### src/mshu_pkg.sv
`default_nettype none
// ----------------------------------------------------------------------------
// mshu_pkg
// Shared types and constants for the mod set multiset hash unit.
// ----------------------------------------------------------------------------
package mshu_pkg;

   localparam logic [63:0] FNV_OFFSET = 64'hCBF2_9CE4_8422_2325;
   localparam logic [7:0]  SEP_BYTE   = 8'h1F;
   localparam logic [63:0] MIX_K1     = 64'hBF58_476D_1CE4_E5B9;
   localparam logic [63:0] MIX_K2     = 64'h94D0_49BB_1331_11EB;
   localparam int          CNT_W      = 9;

   typedef enum logic [1:0] {
      OP_NAME    = 2'd0,
      OP_VER     = 2'd1,
      OP_END_REC = 2'd2,
      OP_END_SET = 2'd3
   } op_type;

   typedef enum logic [3:0] {
      CMD_NONE,
      CMD_NAME,
      CMD_SEP,
      CMD_VER,
      CMD_VER_HELD,
      CMD_LOAD,
      CMD_MLL,
      CMD_MHL,
      CMD_MLH,
      CMD_MIX,
      CMD_ADD,
      CMD_SET_END
   } cmd_op_type;

   typedef struct packed {
      cmd_op_type op;
      logic       k_sel;
      logic       capture;
   } cmd_type;

   typedef struct packed {
      logic in_ver;
      logic incl;
   } sts_type;

   // FNV-1a step; prime 2^40 + 0x1B3 done as shift-add
   function automatic logic [63:0] fnv_fold(input logic [63:0] h, input logic [7:0] b);
      logic [63:0] x;
      x = h ^ {56'd0, b};
      return (x << 40) + (x << 8) + (x << 7) + (x << 5) + (x << 4) + (x << 1) + x;
   endfunction

endpackage
`default_nettype wire

### src/mshu_req_if.sv
`default_nettype none
// ----------------------------------------------------------------------------
// mshu_req_if
// Input channel: one op with its byte and enable flag per transfer.
// ----------------------------------------------------------------------------
interface mshu_req_if;
   logic       valid;
   logic       ready;
   logic [1:0] op;
   logic [7:0] data_byte;
   logic       mod_enabled;

   modport source (output valid, output op, output data_byte, output mod_enabled,
                   input ready);
   modport sink   (input valid, input op, input data_byte, input mod_enabled,
                   output ready);
endinterface
`default_nettype wire

### src/mshu_rsp_if.sv
`default_nettype none
// ----------------------------------------------------------------------------
// mshu_rsp_if
// Result channel: set hash and included record count per transfer.
// ----------------------------------------------------------------------------
interface mshu_rsp_if;
   logic        valid;
   logic        ready;
   logic [63:0] set_hash;
   logic [8:0]  records_included;

   modport source (output valid, output set_hash, output records_included,
                   input ready);
   modport sink   (input valid, input set_hash, input records_included,
                   output ready);
endinterface
`default_nettype wire

### src/mod_set_multiset_hash_unit.sv
`default_nettype none
// First version byte: separator folded, then the held byte in ST_VER; other bytes
// fold on acceptance. End of record: ST_LOAD, then, if included, MLL, MHL, MLH, MIX,
// MLL, MHL, MLH, ADD (two rounds of three 32x32 partial products on one shared
// multiplier). End of set: result registered the next cycle; held until taken.
// Reset: synchronous, active high; clears sum, counters and record state.
// ----------------------------------------------------------------------------
// mod_set_multiset_hash_unit
// Order-independent FNV-1a/splitmix64 hash of a set of name/version records.
// ----------------------------------------------------------------------------
module mod_set_multiset_hash_unit #(
   parameter int MAX_MODS = 256
) (
   input  wire logic  clock,
   input  wire logic  reset,
   mshu_req_if.sink   req_chan,
   mshu_rsp_if.source rsp_chan
);
   import mshu_pkg::*;

   cmd_type cmd;
   sts_type sts;

   mshu_ctrl u_ctrl (
      .clock     (clock),
      .reset     (reset),
      .req_valid (req_chan.valid),
      .req_op    (req_chan.op),
      .req_ready (req_chan.ready),
      .rsp_valid (rsp_chan.valid),
      .rsp_ready (rsp_chan.ready),
      .cmd       (cmd),
      .sts       (sts)
   );

   mshu_dp #(
      .MAX_MODS (MAX_MODS)
   ) u_dp (
      .clock            (clock),
      .reset            (reset),
      .cmd              (cmd),
      .sts              (sts),
      .data_byte        (req_chan.data_byte),
      .mod_enabled      (req_chan.mod_enabled),
      .set_hash         (rsp_chan.set_hash),
      .records_included (rsp_chan.records_included)
   );

endmodule
`default_nettype wire

### src/mshu_ctrl.sv
`default_nettype none
// ----------------------------------------------------------------------------
// mshu_ctrl
// Sequencer: issues fold, finalizer and set-end commands to the datapath.
// ----------------------------------------------------------------------------
module mshu_ctrl (
   input  wire logic             clock,
   input  wire logic             reset,
   input  wire logic             req_valid,
   input  wire logic [1:0]       req_op,
   output logic                  req_ready,
   output logic                  rsp_valid,
   input  wire logic             rsp_ready,
   output mshu_pkg::cmd_type     cmd,
   input  wire mshu_pkg::sts_type sts
);
   import mshu_pkg::*;

   typedef enum logic [7:0] {
      ST_IDLE = 8'b0000_0001,
      ST_VER  = 8'b0000_0010,
      ST_LOAD = 8'b0000_0100,
      ST_MLL  = 8'b0000_1000,
      ST_MHL  = 8'b0001_0000,
      ST_MLH  = 8'b0010_0000,
      ST_MIX  = 8'b0100_0000,
      ST_ADD  = 8'b1000_0000
   } state_type;

   state_type state_ff, state_in;
   logic      round_ff, round_in;
   logic      rsp_valid_ff, rsp_valid_in;
   logic      req_fire;
   op_type    op;

   assign op        = op_type'(req_op);
   assign req_ready = (state_ff == ST_IDLE) && !(rsp_valid_ff && !rsp_ready);
   assign req_fire  = req_valid && req_ready;
   assign rsp_valid = rsp_valid_ff;

   always_comb begin
      state_in     = state_ff;
      round_in     = round_ff;
      rsp_valid_in = rsp_valid_ff && !rsp_ready;
      cmd.op       = CMD_NONE;
      cmd.k_sel    = round_ff;
      cmd.capture  = req_fire;
      case (state_ff)
         ST_IDLE: begin
            if (req_fire) begin
               case (op)
                  OP_NAME: begin
                     cmd.op = CMD_NAME;
                  end
                  OP_VER: begin
                     if (sts.in_ver) begin
                        cmd.op = CMD_VER;
                     end else begin
                        cmd.op   = CMD_SEP;
                        state_in = ST_VER;
                     end
                  end
                  OP_END_REC: begin
                     if (!sts.in_ver) begin
                        cmd.op = CMD_SEP;
                     end
                     state_in = ST_LOAD;
                  end
                  OP_END_SET: begin
                     cmd.op       = CMD_SET_END;
                     rsp_valid_in = 1'b1;
                  end
                  default: begin
                     cmd.op = CMD_NONE;
                  end
               endcase
            end
         end
         ST_VER: begin
            cmd.op   = CMD_VER_HELD;
            state_in = ST_IDLE;
         end
         ST_LOAD: begin
            cmd.op   = CMD_LOAD;
            round_in = 1'b0;
            state_in = sts.incl ? ST_MLL : ST_IDLE;
         end
         ST_MLL: begin
            cmd.op   = CMD_MLL;
            state_in = ST_MHL;
         end
         ST_MHL: begin
            cmd.op   = CMD_MHL;
            state_in = ST_MLH;
         end
         ST_MLH: begin
            cmd.op   = CMD_MLH;
            state_in = round_ff ? ST_ADD : ST_MIX;
         end
         ST_MIX: begin
            cmd.op   = CMD_MIX;
            round_in = 1'b1;
            state_in = ST_MLL;
         end
         ST_ADD: begin
            cmd.op   = CMD_ADD;
            state_in = ST_IDLE;
         end
         default: begin
            state_in = ST_IDLE;
         end
      endcase
   end

   always_ff @(posedge clock) begin
      if (reset) begin
         state_ff     <= ST_IDLE;
         round_ff     <= 1'b0;
         rsp_valid_ff <= 1'b0;
      end else begin
         state_ff     <= state_in;
         round_ff     <= round_in;
         rsp_valid_ff <= rsp_valid_in;
      end
   end

   a_onehot: assert property (@(posedge clock) disable iff (reset)
      $onehot(state_ff)) else $error("state not one-hot");

   a_skip_fin: assert property (@(posedge clock) disable iff (reset)
      (state_ff == ST_LOAD && !sts.incl) |=> (state_ff == ST_IDLE))
      else $error("excluded record entered finalizer");

   a_second_round: assert property (@(posedge clock) disable iff (reset)
      (state_ff == ST_MIX) |=> (state_ff == ST_MLL && round_ff))
      else $error("second multiply round not started");

   a_set_end_rsp: assert property (@(posedge clock) disable iff (reset)
      (req_fire && op == OP_END_SET) |=> rsp_valid_ff)
      else $error("set end without result");

   a_no_accept_busy: assert property (@(posedge clock) disable iff (reset)
      (state_ff == ST_ADD) |=> !$past(req_fire))
      else $error("transfer accepted during finalize");

endmodule
`default_nettype wire

### src/mshu_dp.sv
`default_nettype none
// ----------------------------------------------------------------------------
// mshu_dp
// Datapath: record hash, shared 32x32 multiplier for the finalizer, set sum.
// ----------------------------------------------------------------------------
module mshu_dp #(
   parameter int MAX_MODS = 256
) (
   input  wire logic              clock,
   input  wire logic              reset,
   input  wire mshu_pkg::cmd_type cmd,
   output mshu_pkg::sts_type      sts,
   input  wire logic [7:0]        data_byte,
   input  wire logic              mod_enabled,
   output logic [63:0]            set_hash,
   output logic [8:0]             records_included
);
   import mshu_pkg::*;

   localparam int SEEN_W = $clog2(MAX_MODS + 1);

   logic [63:0]       hash_ff, hash_in;
   logic [63:0]       sum_ff, sum_in;
   logic              in_ver_ff, in_ver_in;
   logic              ne_ff, ne_in;
   logic [SEEN_W-1:0] seen_ff, seen_in;
   logic [CNT_W-1:0]  incl_cnt_ff, incl_cnt_in;
   logic [63:0]       x_ff, x_in;
   logic [63:0]       acc_ff, acc_in;
   logic [7:0]        byte_ff;
   logic              en_ff;
   logic [63:0]       hash_out_ff;
   logic [8:0]        cnt_out_ff;
   logic [63:0]       k;
   logic [31:0]       mul_a, mul_b;
   logic [63:0]       prod;
   logic              below_max;

   assign k         = cmd.k_sel ? MIX_K2 : MIX_K1;
   assign below_max = seen_ff < SEEN_W'(MAX_MODS);
   assign sts       = '{in_ver: in_ver_ff, incl: en_ff && ne_ff && below_max};

   always_comb begin
      mul_a = x_ff[31:0];
      mul_b = k[31:0];
      case (cmd.op)
         CMD_MHL: mul_a = x_ff[63:32];
         CMD_MLH: mul_b = k[63:32];
         default: mul_a = x_ff[31:0];
      endcase
   end

   assign prod = {32'd0, mul_a} * {32'd0, mul_b};

   always_comb begin
      hash_in     = hash_ff;
      sum_in      = sum_ff;
      in_ver_in   = in_ver_ff;
      ne_in       = ne_ff;
      seen_in     = seen_ff;
      incl_cnt_in = incl_cnt_ff;
      x_in        = x_ff;
      acc_in      = acc_ff;
      case (cmd.op)
         CMD_NAME: begin
            if (!in_ver_ff) begin
               hash_in = fnv_fold(hash_ff, data_byte);
               ne_in   = 1'b1;
            end
         end
         CMD_SEP: begin
            hash_in   = fnv_fold(hash_ff, SEP_BYTE);
            in_ver_in = 1'b1;
         end
         CMD_VER:      hash_in = fnv_fold(hash_ff, data_byte);
         CMD_VER_HELD: hash_in = fnv_fold(hash_ff, byte_ff);
         CMD_LOAD: begin
            x_in      = hash_ff ^ (hash_ff >> 30);
            hash_in   = FNV_OFFSET;
            in_ver_in = 1'b0;
            ne_in     = 1'b0;
            if (below_max) begin
               seen_in = seen_ff + SEEN_W'(1);
            end
         end
         CMD_MLL: acc_in = prod;
         CMD_MHL, CMD_MLH: begin
            acc_in = {acc_ff[63:32] + prod[31:0], acc_ff[31:0]};
         end
         CMD_MIX: x_in = acc_ff ^ (acc_ff >> 27);
         CMD_ADD: begin
            sum_in      = sum_ff + (acc_ff ^ (acc_ff >> 31));
            incl_cnt_in = incl_cnt_ff + CNT_W'(1);
         end
         CMD_SET_END: begin
            hash_in     = FNV_OFFSET;
            sum_in      = '0;
            in_ver_in   = 1'b0;
            ne_in       = 1'b0;
            seen_in     = '0;
            incl_cnt_in = '0;
         end
         default: begin
            hash_in = hash_ff;
         end
      endcase
   end

   always_ff @(posedge clock) begin
      if (reset) begin
         hash_ff     <= FNV_OFFSET;
         sum_ff      <= '0;
         in_ver_ff   <= 1'b0;
         ne_ff       <= 1'b0;
         seen_ff     <= '0;
         incl_cnt_ff <= '0;
      end else begin
         hash_ff     <= hash_in;
         sum_ff      <= sum_in;
         in_ver_ff   <= in_ver_in;
         ne_ff       <= ne_in;
         seen_ff     <= seen_in;
         incl_cnt_ff <= incl_cnt_in;
      end
   end

   always_ff @(posedge clock) begin
      x_ff   <= x_in;
      acc_ff <= acc_in;
      if (cmd.capture) begin
         byte_ff <= data_byte;
         en_ff   <= mod_enabled;
      end
      if (cmd.op == CMD_SET_END) begin
         hash_out_ff <= sum_ff;
         cnt_out_ff  <= incl_cnt_ff;
      end
   end

   assign set_hash         = hash_out_ff;
   assign records_included = cnt_out_ff;

endmodule
`default_nettype wire
### src/flat_wrapper.sv
// flat-port wrapper written by rule: the top's interface ports become plain ports
module mod_set_multiset_hash_unit_flat import mshu_pkg::*;
#(
   parameter int MAX_MODS = 256
)
  (clock, reset, req_chan_valid, req_chan_op, req_chan_data_byte, req_chan_mod_enabled, req_chan_ready, rsp_chan_valid, rsp_chan_set_hash, rsp_chan_records_included, rsp_chan_ready);
  mshu_req_if req_chan_i ();
  mshu_rsp_if rsp_chan_i ();
  input  wire logic clock;
  input  wire logic reset;
  input wire logic [$bits(req_chan_i.valid)-1:0] req_chan_valid;
  input wire logic [$bits(req_chan_i.op)-1:0] req_chan_op;
  input wire logic [$bits(req_chan_i.data_byte)-1:0] req_chan_data_byte;
  input wire logic [$bits(req_chan_i.mod_enabled)-1:0] req_chan_mod_enabled;
  output wire logic [$bits(req_chan_i.ready)-1:0] req_chan_ready;
  output wire logic [$bits(rsp_chan_i.valid)-1:0] rsp_chan_valid;
  output wire logic [$bits(rsp_chan_i.set_hash)-1:0] rsp_chan_set_hash;
  output wire logic [$bits(rsp_chan_i.records_included)-1:0] rsp_chan_records_included;
  input wire logic [$bits(rsp_chan_i.ready)-1:0] rsp_chan_ready;
  assign req_chan_i.valid = req_chan_valid;
  assign req_chan_i.op = req_chan_op;
  assign req_chan_i.data_byte = req_chan_data_byte;
  assign req_chan_i.mod_enabled = req_chan_mod_enabled;
  assign req_chan_ready = req_chan_i.ready;
  assign rsp_chan_valid = rsp_chan_i.valid;
  assign rsp_chan_set_hash = rsp_chan_i.set_hash;
  assign rsp_chan_records_included = rsp_chan_i.records_included;
  assign rsp_chan_i.ready = rsp_chan_ready;
  mod_set_multiset_hash_unit #(.MAX_MODS(MAX_MODS)) u_core (.clock(clock), .reset(reset), .req_chan(req_chan_i), .rsp_chan(rsp_chan_i));
endmodule
### config.mk
export PLATFORM = sky130hd
export DESIGN_NAME = mod_set_multiset_hash_unit_flat
export DESIGN_NICKNAME = d
export VERILOG_FILES = /design/src/mshu_pkg.sv /design/src/mshu_req_if.sv /design/src/mshu_rsp_if.sv /design/src/mod_set_multiset_hash_unit.sv /design/src/mshu_ctrl.sv /design/src/mshu_dp.sv /design/src/flat_wrapper.sv
export SDC_FILE = /design/constraint.sdc
export NUM_CORES = 2
export LEC_CHECK = 0
export BUFFER_PORTS_ARGS = -buffer_cell sky130_fd_sc_hd__buf_2
export CORE_MARGIN = 2
export CORE_UTILIZATION = 54
export DETAILED_ROUTE_END_ITERATION = 10
export PLACE_DENSITY_LB_ADDON = 0.3
export RECOVER_POWER = 100
export SLEW_MARGIN = 20
export SYNTH_ARGS = -nofsm -noshare
export SYNTH_HDL_FRONTEND = slang
export SYNTH_HIERARCHICAL = 1
export SYNTH_SLANG_ARGS = --single-unit
### constraint.sdc
create_clock -name clock -period 15.4 [get_ports clock]
set_input_delay 2.31 -clock clock [delete_from_list [all_inputs] [get_ports clock]]
set_output_delay 2.31 -clock clock [all_outputs]
set_load 0.02 [all_outputs]
# Word-level counts from Yosys, hierarchy flattened
# Cells that the tools add are included.
[classes]
add_sub_neg = 22
n_eq_ne = 27
n_reduce_logical = 23
mul = 1
order_cmp = 1
muxes = 29
n_bitwise = 7
[op_table]
columns = ["op", "count"]
rows = [
  ["adder 64 bit", 19],
  ["one-hot mux 64 bit (2 select lines)", 3],
  ["one-hot mux 64 bit (5 select lines)", 1],
  ["bitwise XOR 64 x 8 -> 64 bit", 2],
  ["multiplier 32 x 32 -> 64 bit", 1],
  ["two-way mux 32 bit", 2],
  ["two-way mux 64 bit", 1],
  ["bitwise XOR 64 x 33 -> 64 bit", 1],
  ["bitwise XOR 64 x 34 -> 64 bit", 1],
  ["bitwise XOR 64 x 37 -> 64 bit", 1],
  ["two-way mux 62 bit", 1],
  ["one-hot mux 8 bit (6 select lines)", 1],
  ["one-hot mux 9 bit (2 select lines)", 2],
  ["adder 32 bit", 1],
  ["one-hot mux 4 bit (8 select lines)", 1],
  ["two-way mux 8 bit", 3],
  ["adder 9 x 1 -> 9 bit (second input constant)", 2],
  ["equality test 4 x 3 -> 1 bit (second input constant)", 4],
  ["equality test 4 bit (second input constant)", 4],
  ["one-hot mux 4 bit (4 select lines)", 1],
  ["one-hot mux 8 bit (2 select lines)", 1],
  ["nonzero test 2 bit", 7],
  ["less-than comparator 9 bit (second input constant)", 1],
  ["two-way mux 9 bit", 1],
  ["other kinds (28)", 48],
]
[totals]
out_inout_bits = 75
regBits = 368
word_cells = 126

# Longest topological paths before layout
[logic_depth]
word_depth = 12
ltp_mapped = 49
mapped_depth_nobuf = 44

# By module
# Netlist, hierarchy kept.
[by_module_without_submodules]
columns = ["module", "cells_per_inst", "instances", "seq_area_each_um2", "area_each_um2"]
rows = [
  ["mshu_dp", 7133, 1, 9268.9, 67257.0],
  ["mshu_ctrl", 67, 1, 200.2, 581.8],
]

# Least setup slack after synthesis
# Ideal clock, no wire load.
[synth_timing]
path_kind = "in2reg"
startpoint = "in rsp_chan_ready"
endpoint = "reg u_core.u_dp.acc_ff[63], data pin"
n_path_buf = 5
setup_slack_ns = 3.060
arrival_time_ns = 12.082
stages = 46
cell_sequence = "nand2b_1 -> and4_1 -> buf_2 -> o21ai_0 -> o311ai_0 -> clkbuf_1 -> nor2_1 -> nand2_1 -> inv_1 -> clkbuf_1 -> ha_1 -> clkbuf_1 -> and2_1 -> inv_1 -> fa_1 -> inv_1 -> fa_1 -> inv_1 -> (+10 left out) -> or2_2 -> o31a_1 -> o21ai_0 -> nand2b_1 -> a21oi_1 -> o21bai_1 -> a21o_1 -> xnor2_1 -> ha_1 -> clkbuf_1 -> nand3_1 -> or4_1 -> o21a_1 -> o31a_1 -> o21ai_0 -> a211oi_1 -> xnor2_1 -> a21oi_1"
[synth_lines]
columns = ["item", "line_no", "source"]
rows = [
  ["start: declaration", "flat_wrapper.sv:19", "input wire logic [$bits(rsp_chan_i.ready)-1:0] rsp_chan_ready;"],
  ["end signal: assignment", "mshu_dp.sv:129", "acc_ff <= acc_in;"],
  ["end: declaration", "mshu_dp.sv:29", "logic [63:0] acc_ff, acc_in;"],
]

==> run_results.csv <==
group,metric,value,unit
cts,cts_setup_buffers,0,
min_path,worst_hold_path_type,"flop to flop",
yosys,ys_types,109,
cts,clock_sinks,368,
timing,finalMaxSlewViolations,586,
place,dp_hpwl,190000,um
timing,tns,0,ps
timing,finClkSkew,29.4,ps
cts,ctsResizeCount,0,
critical_path,regToRegEndpoint,"u_core/u_dp/acc_ff[61]",
global_routing,grt_pass1_vias,54600,
cts,clk_pin_slew_worst_paths,70,ps
yosys,yosys_warnings,6,
floorplan,die_x,358,um
place,placed_area,0.0701,mm2
drt,routed_wl,230000,um
finish,postLayoutCoreUtil,57.1,%
min_path,hold_start,"u_core/u_dp/incl_cnt_ff[8]",
min_path,hold_depth,0,
timing,max_slew_margin,-213,%
floorplan,rows,130,
timing,period_needed,14870,ps
finish,drive_gt1_share,4.32,%
yosys,ys_ff_latch,368,
timing,rsz0062_at_grt,"false",
finish,finalNetCount,9016,
yosys,synthesis.area,0.0678,mm2
yosys,synth_ff_type,"edfxtp_1",
floorplan,io_pins,90,
critical_path,ff2ff_setup_slack,1550,ps
drt,ant_nets,0,
drt,drt-pass1-iter-count,8,
critical_path,r2r_cells,35,
yosys,seq_area_frac_synth,14.0,%
critical_path,crit_fanout,18,
global_routing,antenna_found_initial,7,
drt,vias,53700,
critical_path,path_common_cell,"fa_1",
cts,cts_root_buf,"clkbuf_16",
critical_path,crit_type,"input pin to flop",
yosys,async_flop_share,0,%
cts,clk_path_buf_depth,3,
cts,tritoncts,"built",
global_routing,grt_max_degree,105,
critical_path,critPathLaunch,"rsp_chan_ready",
drt,drc,0,
place,numPortBuffers,89,
cts,ctsHoldBuffers,0,
cts,h-tree-depth,2,
yosys,syn-num-nets,9048,
global_routing,track_usage,36.5,%
timing,period_share,96.6,%
outcome,outcome,"complete, but fails checks",
yosys,syn_inst,7200,
drt,route.detailed.wl_per_inst,26.0,um
finish,area_delta_synth_final,5.26,%
finish,design_area,0.0714,mm2
flow_run,maxCapViolCount,11,
drt,drtIter0Drc,5887,
timing,hold_viol,0,
global_routing,overflow,0,
timing,setup_violations,0,
critical_path,cp_slowest_cell,"mux2i_1",
finish,fillers,11100,
outcome,failed_checks,"max-capacitance violations, max-slew violations",
yosys,synth_edf_count,210,
floorplan,core,0.125,mm2
cts,clk_latency,600,ps
place,place_congestion,1.01,
cts,numCtsBuffers,41,
timing,worst_pin_slew,4700,ps
yosys,syn-mean-instance-area,9.42,um2
critical_path,crit_path_start_kind,"input pin",
drt,viasPerCell,6.07,
critical_path,cp.required,15680,ps
critical_path,reg2reg_from,"u_core/u_ctrl/state_ff[7]",
critical_path,critPathArrivalTime,15150,ps
floorplan,start_util,54.2,%
global_routing,grt_pass1_wl,347000,um
timing,fmax,0.0673,GHz
min_path,hold_end,"u_core/u_dp/records_included[8]",
critical_path,cpPeakStageDelay,970,ps
floorplan,die-area,0.128,mm2
critical_path,worstSetupEndpointType,"flop",
floorplan,die_h,358,um
-- how the worst max path moves through the flow --
stage / to / slack (ps) / cells after the start
global placement: u_core/u_dp/acc_ff[60] / 900 / 40
finish: u_core/u_dp/acc_ff[61] / 530 / 36
global route: u_core/u_dp/acc_ff[61] / 260 / 36
floorplan: u_core/u_dp/acc_ff[63] / 3060 / 46
detailed placement: u_core/u_dp/acc_ff[60] / 700 / 40
CTS: u_core/u_dp/acc_ff[60] / 1290 / 40
-- cell usage after synthesis (26+ instances only) --
master | count | area, um2
edfxtp_1 | 210 | 6310
ha_1 | 644 | 8060
and3_1 | 32 | 200
nand3_1 | 91 | 455
nand2_1 | 352 | 1320
clkbuf_1 | 197 | 739
a21oi_1 | 395 | 1980
nor2b_1 | 87 | 544
o211ai_1 | 30 | 225
buf_2 | 26 | 130
mux2i_1 | 47 | 470
inv_1 | 1440 | 5410
o21a_1 | 51 | 383
a21o_1 | 146 | 1100
o21ai_0 | 252 | 1260
xor2_1 | 187 | 1640
dfxtp_1 | 158 | 3160
fa_1 | 1189 | 23800
nand2b_1 | 82 | 513
a31oi_1 | 39 | 244
or2_2 | 53 | 332
a211oi_1 | 50 | 375
nor3_1 | 62 | 310
nor2_1 | 536 | 2010
and2_1 | 90 | 563
a22oi_1 | 47 | 353
o21bai_1 | 47 | 353
mux2_2 | 34 | 383
xnor2_1 | 187 | 1640
nand4_1 | 55 | 344
-- metal layers --
layer	track usage, %	vias up	wire, um
met2	57.0	2826	104000
met1	50.9	27100	93300
met3	6.22	537	22000
met4	13.9	8	11300
met5	0	-	50
li1	-	23300	-
-- cell type report --
type	instances	area (um2)	share of cell area, %
Sequential cell	368	9470	13.3
Timing Repair Buffer	179	975	1.36
Clock buffer	49	1090	1.52
Multi-Input combinational cell	5134	52000	72.8
Clock inverter	27	429	0.601
Inverter	1444	5420	7.59
Tap cell	1650	2060	2.89
Antenna cell	2	5.00	0.00701
-- flip-flops by register name, summed over array words and instances, names as in the netlist --
register and cells:
u_core/u_dp/acc_ff 64, u_core/u_dp/hash_ff 64, u_core/u_dp/set_hash 64, u_core/u_dp/sum_ff 64
u_core/u_dp/x_ff 64, u_core/u_dp/incl_cnt_ff 9, u_core/u_dp/records_included 9, u_core/u_dp/seen_ff 9
u_core/u_ctrl/state_ff 8, u_core/u_dp/byte_ff 8, u_core/u_ctrl/round_ff 1, u_core/u_ctrl/rsp_valid 1
u_core/u_dp/en_ff 1, u_core/u_dp/in_ver_ff 1, u_core/u_dp/ne_ff 1
-- layout by cell type, fill, tap and decap left out, types with 20 or more instances in the layout --
cell type  instances
nor2b_1           87
o21a_1            51
nand4_1           55
nand2b_1          82
buf_4             79
clkbuf_16         42
edfxtp_1         210
o21ai_0          256
nor2_1           530
a21o_1           146
or3_1             20
a211oi_1          51
xnor2_1          187
and3_1            32
and2_0            24
xor2_1           187
o21bai_1          47
and2_1            65
nand2_1          350
inv_1           1440
a21oi_1          394
a31oi_1           39
o22ai_1           20
fa_1            1189
mux2_2            33
clkbuf_1         101
a221oi_1          25
nor3_1            60
o211ai_1          30
a22oi_1           47
nand3_1           89
or2_2             52
mux2i_1           42
ha_1             641
dfxtp_1          156
-- cell families (layout without fill, tap and decap cells) --
group / count (synthesis) / after routing / synth area share (%)
AOI/OAI and AO/OA: 1323 / 1323 / 12.7
DFF: 368 / 368 / 14.0
other: 0 / 2 / 0
buffers and inverters: 1698 / 1699 / 9.61
xor gates and xnor gates: 374 / 374 / 4.83
and+or+nand+nor: 1523 / 1523 / 10.7
adders and majority gates: 1833 / 1833 / 47.0
muxes: 81 / 81 / 1.26
-- worst max-delay path, delay by kind of cell --
family | cells | cell delay, ps
mux | 1 | 970
simple gates | 13 | 4340
buf+inv | 8 | 1520
compound gates | 5 | 1510
fa+ha+maj | 9 | 4430
-- metrics by stage --
stage | setup slack, ps | instances | hold slack (ps)
final | 531 | 8853 | 456
after global routing | 261 | 8851 | 476
after CTS | 1290 | 8851 | 458
after detailed placement | 699 | 8775 | 442
after global placement | 901 | 8775 | 437
after floorplan | 3060 | 7200 | 425
Power is not shown: default switching activity piles up to over one toggle a cycle in this logic, so the estimate is an artifact.
